--- src/hdl/ccf_pkg.sv ---
// ccf_pkg: widths, payload structs and sideband types of the circumcircle unit
// no dependencies; imported by every module of the unit
package ccf_pkg;

  // coordinate and derived datapath widths
  localparam int CoordW = 24;
  localparam int DiffW  = CoordW + 1;          // point differences
  localparam int SqW    = 2 * CoordW;          // squares and norms
  localparam int AbW    = SqW + 1;             // norm differences
  localparam int LoW    = DiffW;               // low slice of a norm difference
  localparam int HiW    = AbW - LoW;           // high slice of a norm difference
  localparam int PlW    = LoW + 1 + DiffW;     // low partial product
  localparam int PhW    = HiW + DiffW;         // high partial product
  localparam int TermW  = AbW + DiffW;         // full numerator term
  localparam int NumW   = TermW + 1;           // numerator, also its magnitude
  localparam int PdW    = 2 * DiffW;           // determinant product
  localparam int DetW   = PdW + 1;             // determinant
  localparam int DenW   = DetW + 1;            // denominator, also its magnitude
  localparam int QW     = 32;                  // quotient and output width
  localparam int CmpW   = DenW + QW;           // overflow compare
  localparam int EW     = QW + 1;              // centre minus first point
  localparam int ESqW   = 2 * EW;              // squared offset
  localparam int DistW  = ESqW + 1;            // squared distance
  localparam int RootW  = QW;                  // radius
  localparam int RadInW = 2 * RootW;           // root operand
  localparam int RemW   = RootW + 2;           // root remainder

  typedef struct packed {
    logic signed [CoordW-1:0] a_x;
    logic signed [CoordW-1:0] a_y;
    logic signed [CoordW-1:0] b_x;
    logic signed [CoordW-1:0] b_y;
    logic signed [CoordW-1:0] c_x;
    logic signed [CoordW-1:0] c_y;
  } in_t;

  typedef struct packed {
    logic                 found;
    logic signed [QW-1:0] centre_x;
    logic signed [QW-1:0] centre_y;
    logic [RootW-1:0]     radius;
    logic                 clipped;
  } out_t;

  // per-item status that rides beside the divider
  typedef struct packed {
    logic                     found;
    logic                     neg_x;
    logic                     neg_y;
    logic                     ovf_x;
    logic                     ovf_y;
    logic signed [CoordW-1:0] a_x;
    logic signed [CoordW-1:0] a_y;
  } front_t;

  // per-item status that rides beside the root unit
  typedef struct packed {
    logic                 found;
    logic                 clip;
    logic                 rclip;
    logic signed [QW-1:0] ox;
    logic signed [QW-1:0] oy;
  } post_t;

endpackage

--- src/hdl/ccf_sqrt.sv ---
// ccf_sqrt: digit-by-digit floor square root, one root bit per pipeline stage
// depends on ccf_pkg
module ccf_sqrt import ccf_pkg::*; (
  input  logic              clk_i,
  input  logic              rst_ni,
  input  logic              en_i,
  input  logic              valid_i,
  input  logic [RadInW-1:0] val_i,
  output logic              valid_o,
  output logic [RootW-1:0]  root_o
);

  logic [RemW-1:0]   rem_q  [RootW];
  logic [RootW-1:0]  root_q [RootW];
  logic [RadInW-1:0] val_q  [RootW];
  logic              v_q    [RootW];

  for (genvar k = 0; k < RootW; k++) begin : g_stage
    logic [RemW-1:0]   rem_in;
    logic [RootW-1:0]  root_in;
    logic [RadInW-1:0] val_in;
    logic              v_in;
    logic [RemW+1:0]   r2, trial;
    logic              ge;

    if (k == 0) begin : g_first
      assign rem_in  = '0;
      assign root_in = '0;
      assign val_in  = val_i;
      assign v_in    = valid_i;
    end else begin : g_next
      assign rem_in  = rem_q[k-1];
      assign root_in = root_q[k-1];
      assign val_in  = val_q[k-1];
      assign v_in    = v_q[k-1];
    end

    // bring down two bits, try root*4+1
    always_comb begin
      r2    = {rem_in, val_in[RadInW-1 -: 2]};
      trial = (RemW+2)'({root_in, 2'b01});
      ge    = r2 >= trial;
    end

    always_ff @(posedge clk_i) begin
      if (en_i) begin
        rem_q[k]  <= ge ? RemW'(r2 - trial) : RemW'(r2);
        root_q[k] <= {root_in[RootW-2:0], ge};
        val_q[k]  <= {val_in[RadInW-3:0], 2'b00};
      end
    end

    always_ff @(posedge clk_i or negedge rst_ni) begin
      if (!rst_ni) begin
        v_q[k] <= 1'b0;
      end else if (en_i) begin
        v_q[k] <= v_in;
      end
    end
  end

  assign valid_o = v_q[RootW-1];
  assign root_o  = root_q[RootW-1];

endmodule

--- config.mk ---
export PLATFORM = sky130hd
export DESIGN_NAME = ccf_sqrt
export DESIGN_NICKNAME = d
export VERILOG_FILES = /design/src/hdl/ccf_pkg.sv /design/src/hdl/ccf_sqrt.sv
export SDC_FILE = /design/constraint.sdc
export NUM_CORES = 2
export LEC_CHECK = 0
export BUFFER_PORTS_ARGS = -buffer_cell sky130_fd_sc_hd__buf_2
export CORE_MARGIN = 2
export CORE_UTILIZATION = 44
export CTS_CLUSTER_DIAMETER = 100
export DETAILED_ROUTE_END_ITERATION = 7
export GPL_TIMING_DRIVEN = 0
export PLACE_DENSITY = 0.65
export SYNTH_ARGS = -nofsm -noshare
export SYNTH_HDL_FRONTEND = slang
export SYNTH_MEMORY_MAX_BITS = 65536
export SYNTH_SLANG_ARGS = --single-unit
--- constraint.sdc ---
create_clock -name clk_i -period 3.2 [get_ports clk_i]
set_clock_uncertainty 0.1 [all_clocks]
set_input_delay 0.16 -clock clk_i [delete_from_list [all_inputs] [get_ports clk_i]]
set_output_delay 0.16 -clock clk_i [all_outputs]
set_load 0.02 [all_outputs]
[Yosys cells after proc, flatten, opt, wreduce, memory -nomap -nowiden]
Memory sizes are Yosys's and may differ from the RTL's.
Cells that the tools add are included.
Operators by class
  add/subtract/negate cells: 32
  magnitude comparators: 32
  mux-type cells: 34
Operators with widths (number)
  >= comparator 36 x 34 -> 1 bit: 31
  two-way mux 34 bit: 32
  subtractor 34 bit: 31
  subtractor 2 x 1 -> 3 bit, second input constant: 1
  >= comparator 2 x 1 -> 1 bit, second input constant: 1
  two-way mux 1 bit: 2
Word-level totals
  register bits after elaboration: 32
  memory bits (writable): 4096
  input bits: 68
  output and inout bits: 33
  word-level logic and storage cells: 133
  memories: 3
Memory list
  val_q: depth 32, width 62, rd ports 31, clocked after memory_dff 0, write ports 32, line ccf_sqrt.sv:15  | logic [RadInW-1:0] val_q [RootW];
  rem_q: depth 32, width 34, rd ports 31, clocked after memory_dff 0, write ports 32, line ccf_sqrt.sv:13  | logic [RemW-1:0] rem_q [RootW];
  root_q: depth 32, width 32, rd ports 32, clocked after memory_dff 0, write ports 32, line ccf_sqrt.sv:14  | logic [RootW-1:0] root_q [RootW];

[Longest topological paths before layout]
An unclocked memory read counts as a cell.
  depth after elaboration: 3
  depth in mapped cells: 15
  depth with buffers taken out: 13

[Least setup slack after synthesis]
OpenSTA, ideal clock, no wires.
  path kind: register -> register
  from: memory rem_q[5][37] (netlist name)
  to: memory rem_q[5][84] (netlist name), data pin
  setup time: 268 ps
  arrival time: 3051 ps
  data required time: 2832 ps
  setup slack: -220 ps
  stages on the path, launching flop included: 12
  buffers on the path: 2
  period minus slack after synthesis: 3420 ps
  path through: edfxtp_1 -> ha_1 -> a21oi_1 -> o21ai_0 -> or3b_2 -> o21ai_0 -> nand2_1 -> a221o_1 -> a21oi_1 -> clkbuf_1 -> clkbuf_1 -> o21ai_0
RTL lines (line)
  start: declaration: ccf_sqrt.sv:13

==> insert_results.sql <==
INSERT INTO impl_metrics (metric_group, metric, value, unit) VALUES
('floorplanning', 'core', '270000', 'µm²'),
('drt', 'drc', '0', ''),
('clocking', 'clock_tree.buffer_depth', '4', ''),
('logic_synthesis', 'yosys_register_bits', '2555', ''),
('timing', 'final-hold-violation-count', '152', ''),
('timing', 'layout_min_cycle_time', '3.54', 'ns'),
('placement', 'post-place-ws', '-1.83', 'ns'),
('job', 'cap_violations', '0', ''),
('drt', 'route.antenna.remaining_nets', '0', ''),
('layout', 'area_growth', '22.0', '%'),
('worst_setup_path', 'timing.reg2reg.worst_path_depth', '12', ''),
('drt', 'wl_per_cell', '19.0', 'µm'),
('layout', 'most-common-layout-cells', 'sky130_fd_sc_hd__edfxtp_1, sky130_fd_sc_hd__inv_1, sky130_fd_sc_hd__nand2_1, sky130_fd_sc_hd__nor2_1, sky130_fd_sc_hd__a21oi_1', ''),
('global_routing', 'grt_antenna_before_repair', '1', ''),
('min_path', 'worst_hold_path_type', 'input pin to flip-flop', ''),
('logic_synthesis', 'synth-main-ff-cell', 'sky130_fd_sc_hd__edfxtp_1', ''),
('worst_setup_path', 'wp_data_required', '3.68', 'ns'),
('logic_synthesis', 'synth-edff-count', '2523', ''),
('worst_setup_path', 'cp_max_fo', '3', ''),
('drt', 'drt_pre_antenna_iters', '6', ''),
('timing', 'layout_setup_ws', '-0.337', 'ns'),
('worst_setup_path', 'crit_path_max_incr_delay', '0.56', 'ns'),
('layout', 'mostFrequentLayoutCell', 'sky130_fd_sc_hd__edfxtp_1', ''),
('run_status', 'status', 'finished, violations left', ''),
('drt', 'routed_wirelength', '266000', 'µm'),
('logic_synthesis', 'synth-async-reset-ratio', '1.25', '%'),
('layout', 'layout-drive-gt1-share', '20.1', '%'),
('logic_synthesis', 'postSynthCellCount', '9239', ''),
('logic_synthesis', 'area_fraction_of_the_dominant_cell_type_after_synthesis', '63.6', '%'),
('run_status', 'failed_checks', 'negative hold slack, negative setup slack', ''),
('clocking', 'clock_sink_count', '2555', ''),
('timing', 'timing.hold.ws', '-0.259', 'ns'),
('worst_setup_path', 'worst_ep_arrival_time', '4.02', 'ns'),
('worst_setup_path', 'worst_setup_path_start_kind', 'flip-flop', ''),
('timing', 'final.period_utilization', '111', '%'),
('global_routing', 'global_route.overflow_total', '0', ''),
('clocking', 'h_tree_levels', '5', ''),
('logic_synthesis', 'synthDistinctLibCells', '91', ''),
('worst_setup_path', 'crit_slowest_cell', 'sky130_fd_sc_hd__or4_4', ''),
('logic_synthesis', 'synth_warnings', '0', ''),
('layout', 'finalNonFillerCells', '14000', ''),
('clocking', 'cts_hold_repair.buffers', '134', ''),
('drt', 'detailroute.via_count', '75500', ''),
('timing', 'grt_setup_unrepaired', 'true', ''),
('timing', 'max_fclk', '0.283', 'GHz'),
('timing', 'timing.slew.headroom', '31.2', '%'),
('placement', 'numPlacedInstances', '12900', ''),
('logic_synthesis', 'ys_top_cells_by_area', 'sky130_fd_sc_hd__edfxtp_1, sky130_fd_sc_hd__ha_1, sky130_fd_sc_hd__xnor2_1, sky130_fd_sc_hd__xor2_1, sky130_fd_sc_hd__a21oi_1', ''),
('worst_setup_path', 'worst-path-stages', '12', ''),
('floorplanning', 'die-height', '525', 'µm'),
('floorplanning', 'boundaryPins', '101', ''),
('worst_setup_path', 'crit_path_capture_type', 'flip-flop', ''),
('clocking', 'clock_tree_from_tritoncts', 'built', ''),
('layout', 'num-nets-final', '10800', ''),
('placement', 'port_buffers', '100', ''),
('worst_setup_path', 'crit_top_cell', 'sky130_fd_sc_hd__buf_4', ''),
('timing', 'finalMaxSlewViolations', '0', ''),
('clocking', 'cts_inserted_buffers', '288', ''),
('power', 'report.power.total', '101', 'mW'),
('timing', 'finalSetupViolations', '90', ''),
('min_path', 'hold_depth', '1', ''),
('worst_setup_path', 'worstSetupPathType', 'flip-flop to flip-flop', ''),
('clocking', 'clk_pin_slew_worst_paths', '0.06', 'ns'),
('placement', 'gp_routability_congestion', '0.878', ''),
('logic_synthesis', 'register_area_share_after_synthesis', '64.2', '%'),
('timing', 'max_slew.worst_pin.slew', '1.03', 'ns'),
('placement', 'place.detailed.hpwl', '180000', 'µm'),
('global_routing', 'global_route_wire_length_before_repair', '409000', 'µm'),
('global_routing', 'grt_pass1_vias', '74500', ''),
('floorplanning', 'die_area', '275000', 'µm²'),
('logic_synthesis', 'syn-num-nets', '9869', '');
==> worst register-to-register path: stages, from the launching register on <==
cell and delay, ns:
sky130_fd_sc_hd__edfxtp_1 0.39, sky130_fd_sc_hd__or4_4 0.56, sky130_fd_sc_hd__or4_4 0.43, sky130_fd_sc_hd__or3_4 0.40, sky130_fd_sc_hd__or4b_4 0.51, sky130_fd_sc_hd__inv_2 0.07
sky130_fd_sc_hd__nand2_2 0.06, sky130_fd_sc_hd__nor2_4 0.21, sky130_fd_sc_hd__buf_4 0.15, sky130_fd_sc_hd__buf_6 0.09, sky130_fd_sc_hd__buf_4 0.11, sky130_fd_sc_hd__buf_4 0.11
sky130_fd_sc_hd__o31ai_1 0.07
==> per-stage QoR <==
step | hold WS, ns | area [µm²] | setup TNS [ns]
5_1_grt | -0.251 | 145000 | -24.92
3_3_place_gp | 0.126 | 124000 | -
4_1_cts | -0.261 | 141000 | -14.69
6_report | -0.259 | 145000 | -9.96
3_5_place_dp | 0.142 | 125000 | -1310.25
2_1_floorplan | -0.236 | 119000 | -1.70
==> sequential cells by signal (all words and copies together) (netlist names) <==
signal        flops
root_q          528
val_q           992
g_stage.v_in     31
valid_o           1
rem_q          1003
==> area by class of cell <==
cell class	instances	area (µm²)
fillers	22300	125000
repair buffers	733	6350
diodes	4	10.0
inverters	712	2720
flip-flops and latches	2555	76600
multi-input cells	5803	44800
clock inverters	173	1790
well taps	3570	4470
repair inverters	1	16.3
plain buffers	122	1150
clock buffers	346	7580
==> worst paths after layout <==
path / start / end / slack (ns)
max reg2reg: rem_q[3][22] / rem_q[3][38] / -0.34
min: en_i / val_q[0][34] / -0.26
max: rem_q[3][22] / rem_q[3][38] / -0.34
max in group asynchronous: rst_ni / g_stage[11].v_in / 2.60
min in group asynchronous: rst_ni / g_stage[20].v_in / 0.19
min reg2reg: val_q[1][136] / val_q[1][200] / 0.28
==> where the power goes <==
| group | internal (mW) | leakage [nW] | switching [mW] |
|---|---|---|---|
| logic | 10.6 | 26.0 | 12.9 |
| clock network | 19.2 | 4.53 | 13.4 |
| registers | 42.3 | 24.7 | 2.92 |
| total | 72.1 | 55.2 | 29.2 |
==> routing by layer <==
layer / track usage, % / vias up / share of wire [%]
met5: 0 / - / 0
li1: - / 36300 / -
met1: 23.8 / 37000 / 42
met3: 2.73 / 480 / 4.4
met2: 32.1 / 1706 / 50
met4: 5.64 / 0 / 3.0
==> synthesized netlist by cell type (27+ instances only) <==
cell and number:
sky130_fd_sc_hd__o211ai_1 44, sky130_fd_sc_hd__xnor2_1 453, sky130_fd_sc_hd__a211oi_1 42, sky130_fd_sc_hd__o21a_1 116
sky130_fd_sc_hd__a21boi_0 28, sky130_fd_sc_hd__or4_1 67, sky130_fd_sc_hd__xor2_1 385, sky130_fd_sc_hd__a21o_1 224
sky130_fd_sc_hd__or3_1 101, sky130_fd_sc_hd__and3_1 60, sky130_fd_sc_hd__nand3_1 144, sky130_fd_sc_hd__inv_1 707
sky130_fd_sc_hd__ha_1 562, sky130_fd_sc_hd__nor2b_1 91, sky130_fd_sc_hd__nand4_1 92, sky130_fd_sc_hd__o31ai_1 61
sky130_fd_sc_hd__nor3_1 238, sky130_fd_sc_hd__nor4_1 114, sky130_fd_sc_hd__o21ai_0 419, sky130_fd_sc_hd__o21bai_1 42
sky130_fd_sc_hd__nand2b_1 100, sky130_fd_sc_hd__nand2_1 609, sky130_fd_sc_hd__nor2_1 614, sky130_fd_sc_hd__and2_1 27
sky130_fd_sc_hd__a31oi_1 45, sky130_fd_sc_hd__mux2_2 106, sky130_fd_sc_hd__a21oi_1 624, sky130_fd_sc_hd__dfrtp_1 32
sky130_fd_sc_hd__edfxtp_1 2523, sky130_fd_sc_hd__or2_2 41, sky130_fd_sc_hd__nand3b_1 30, sky130_fd_sc_hd__clkbuf_1 143
==> kinds of logic (layout without fill, tap and decap cells) <==
family,Yosys count,in the layout,synth area share (%)
adders and majority gates,562,562,5.90
AOI/OAI and AO/OA,1849,1850,9.67
DFF,2555,2555,64.2
and+or+nand+nor,2433,2434,10.1
other,1,5,0.00315
xor gates and xnor gates,838,838,6.16
buffers and inverters,883,2087,2.80
muxes,118,118,1.10
==> timing repair <==
item                                   4_1_cts  5_1_grt
cloned                                       9        8
setup endpoints to repair                 1062      885
buffers inserted                           242      238
endpoints found under the hold margin      250      152
pin swaps                                  186      278
gates resized for setup                    771      714
Note: power is estimated with default switching activity, not from simulation.
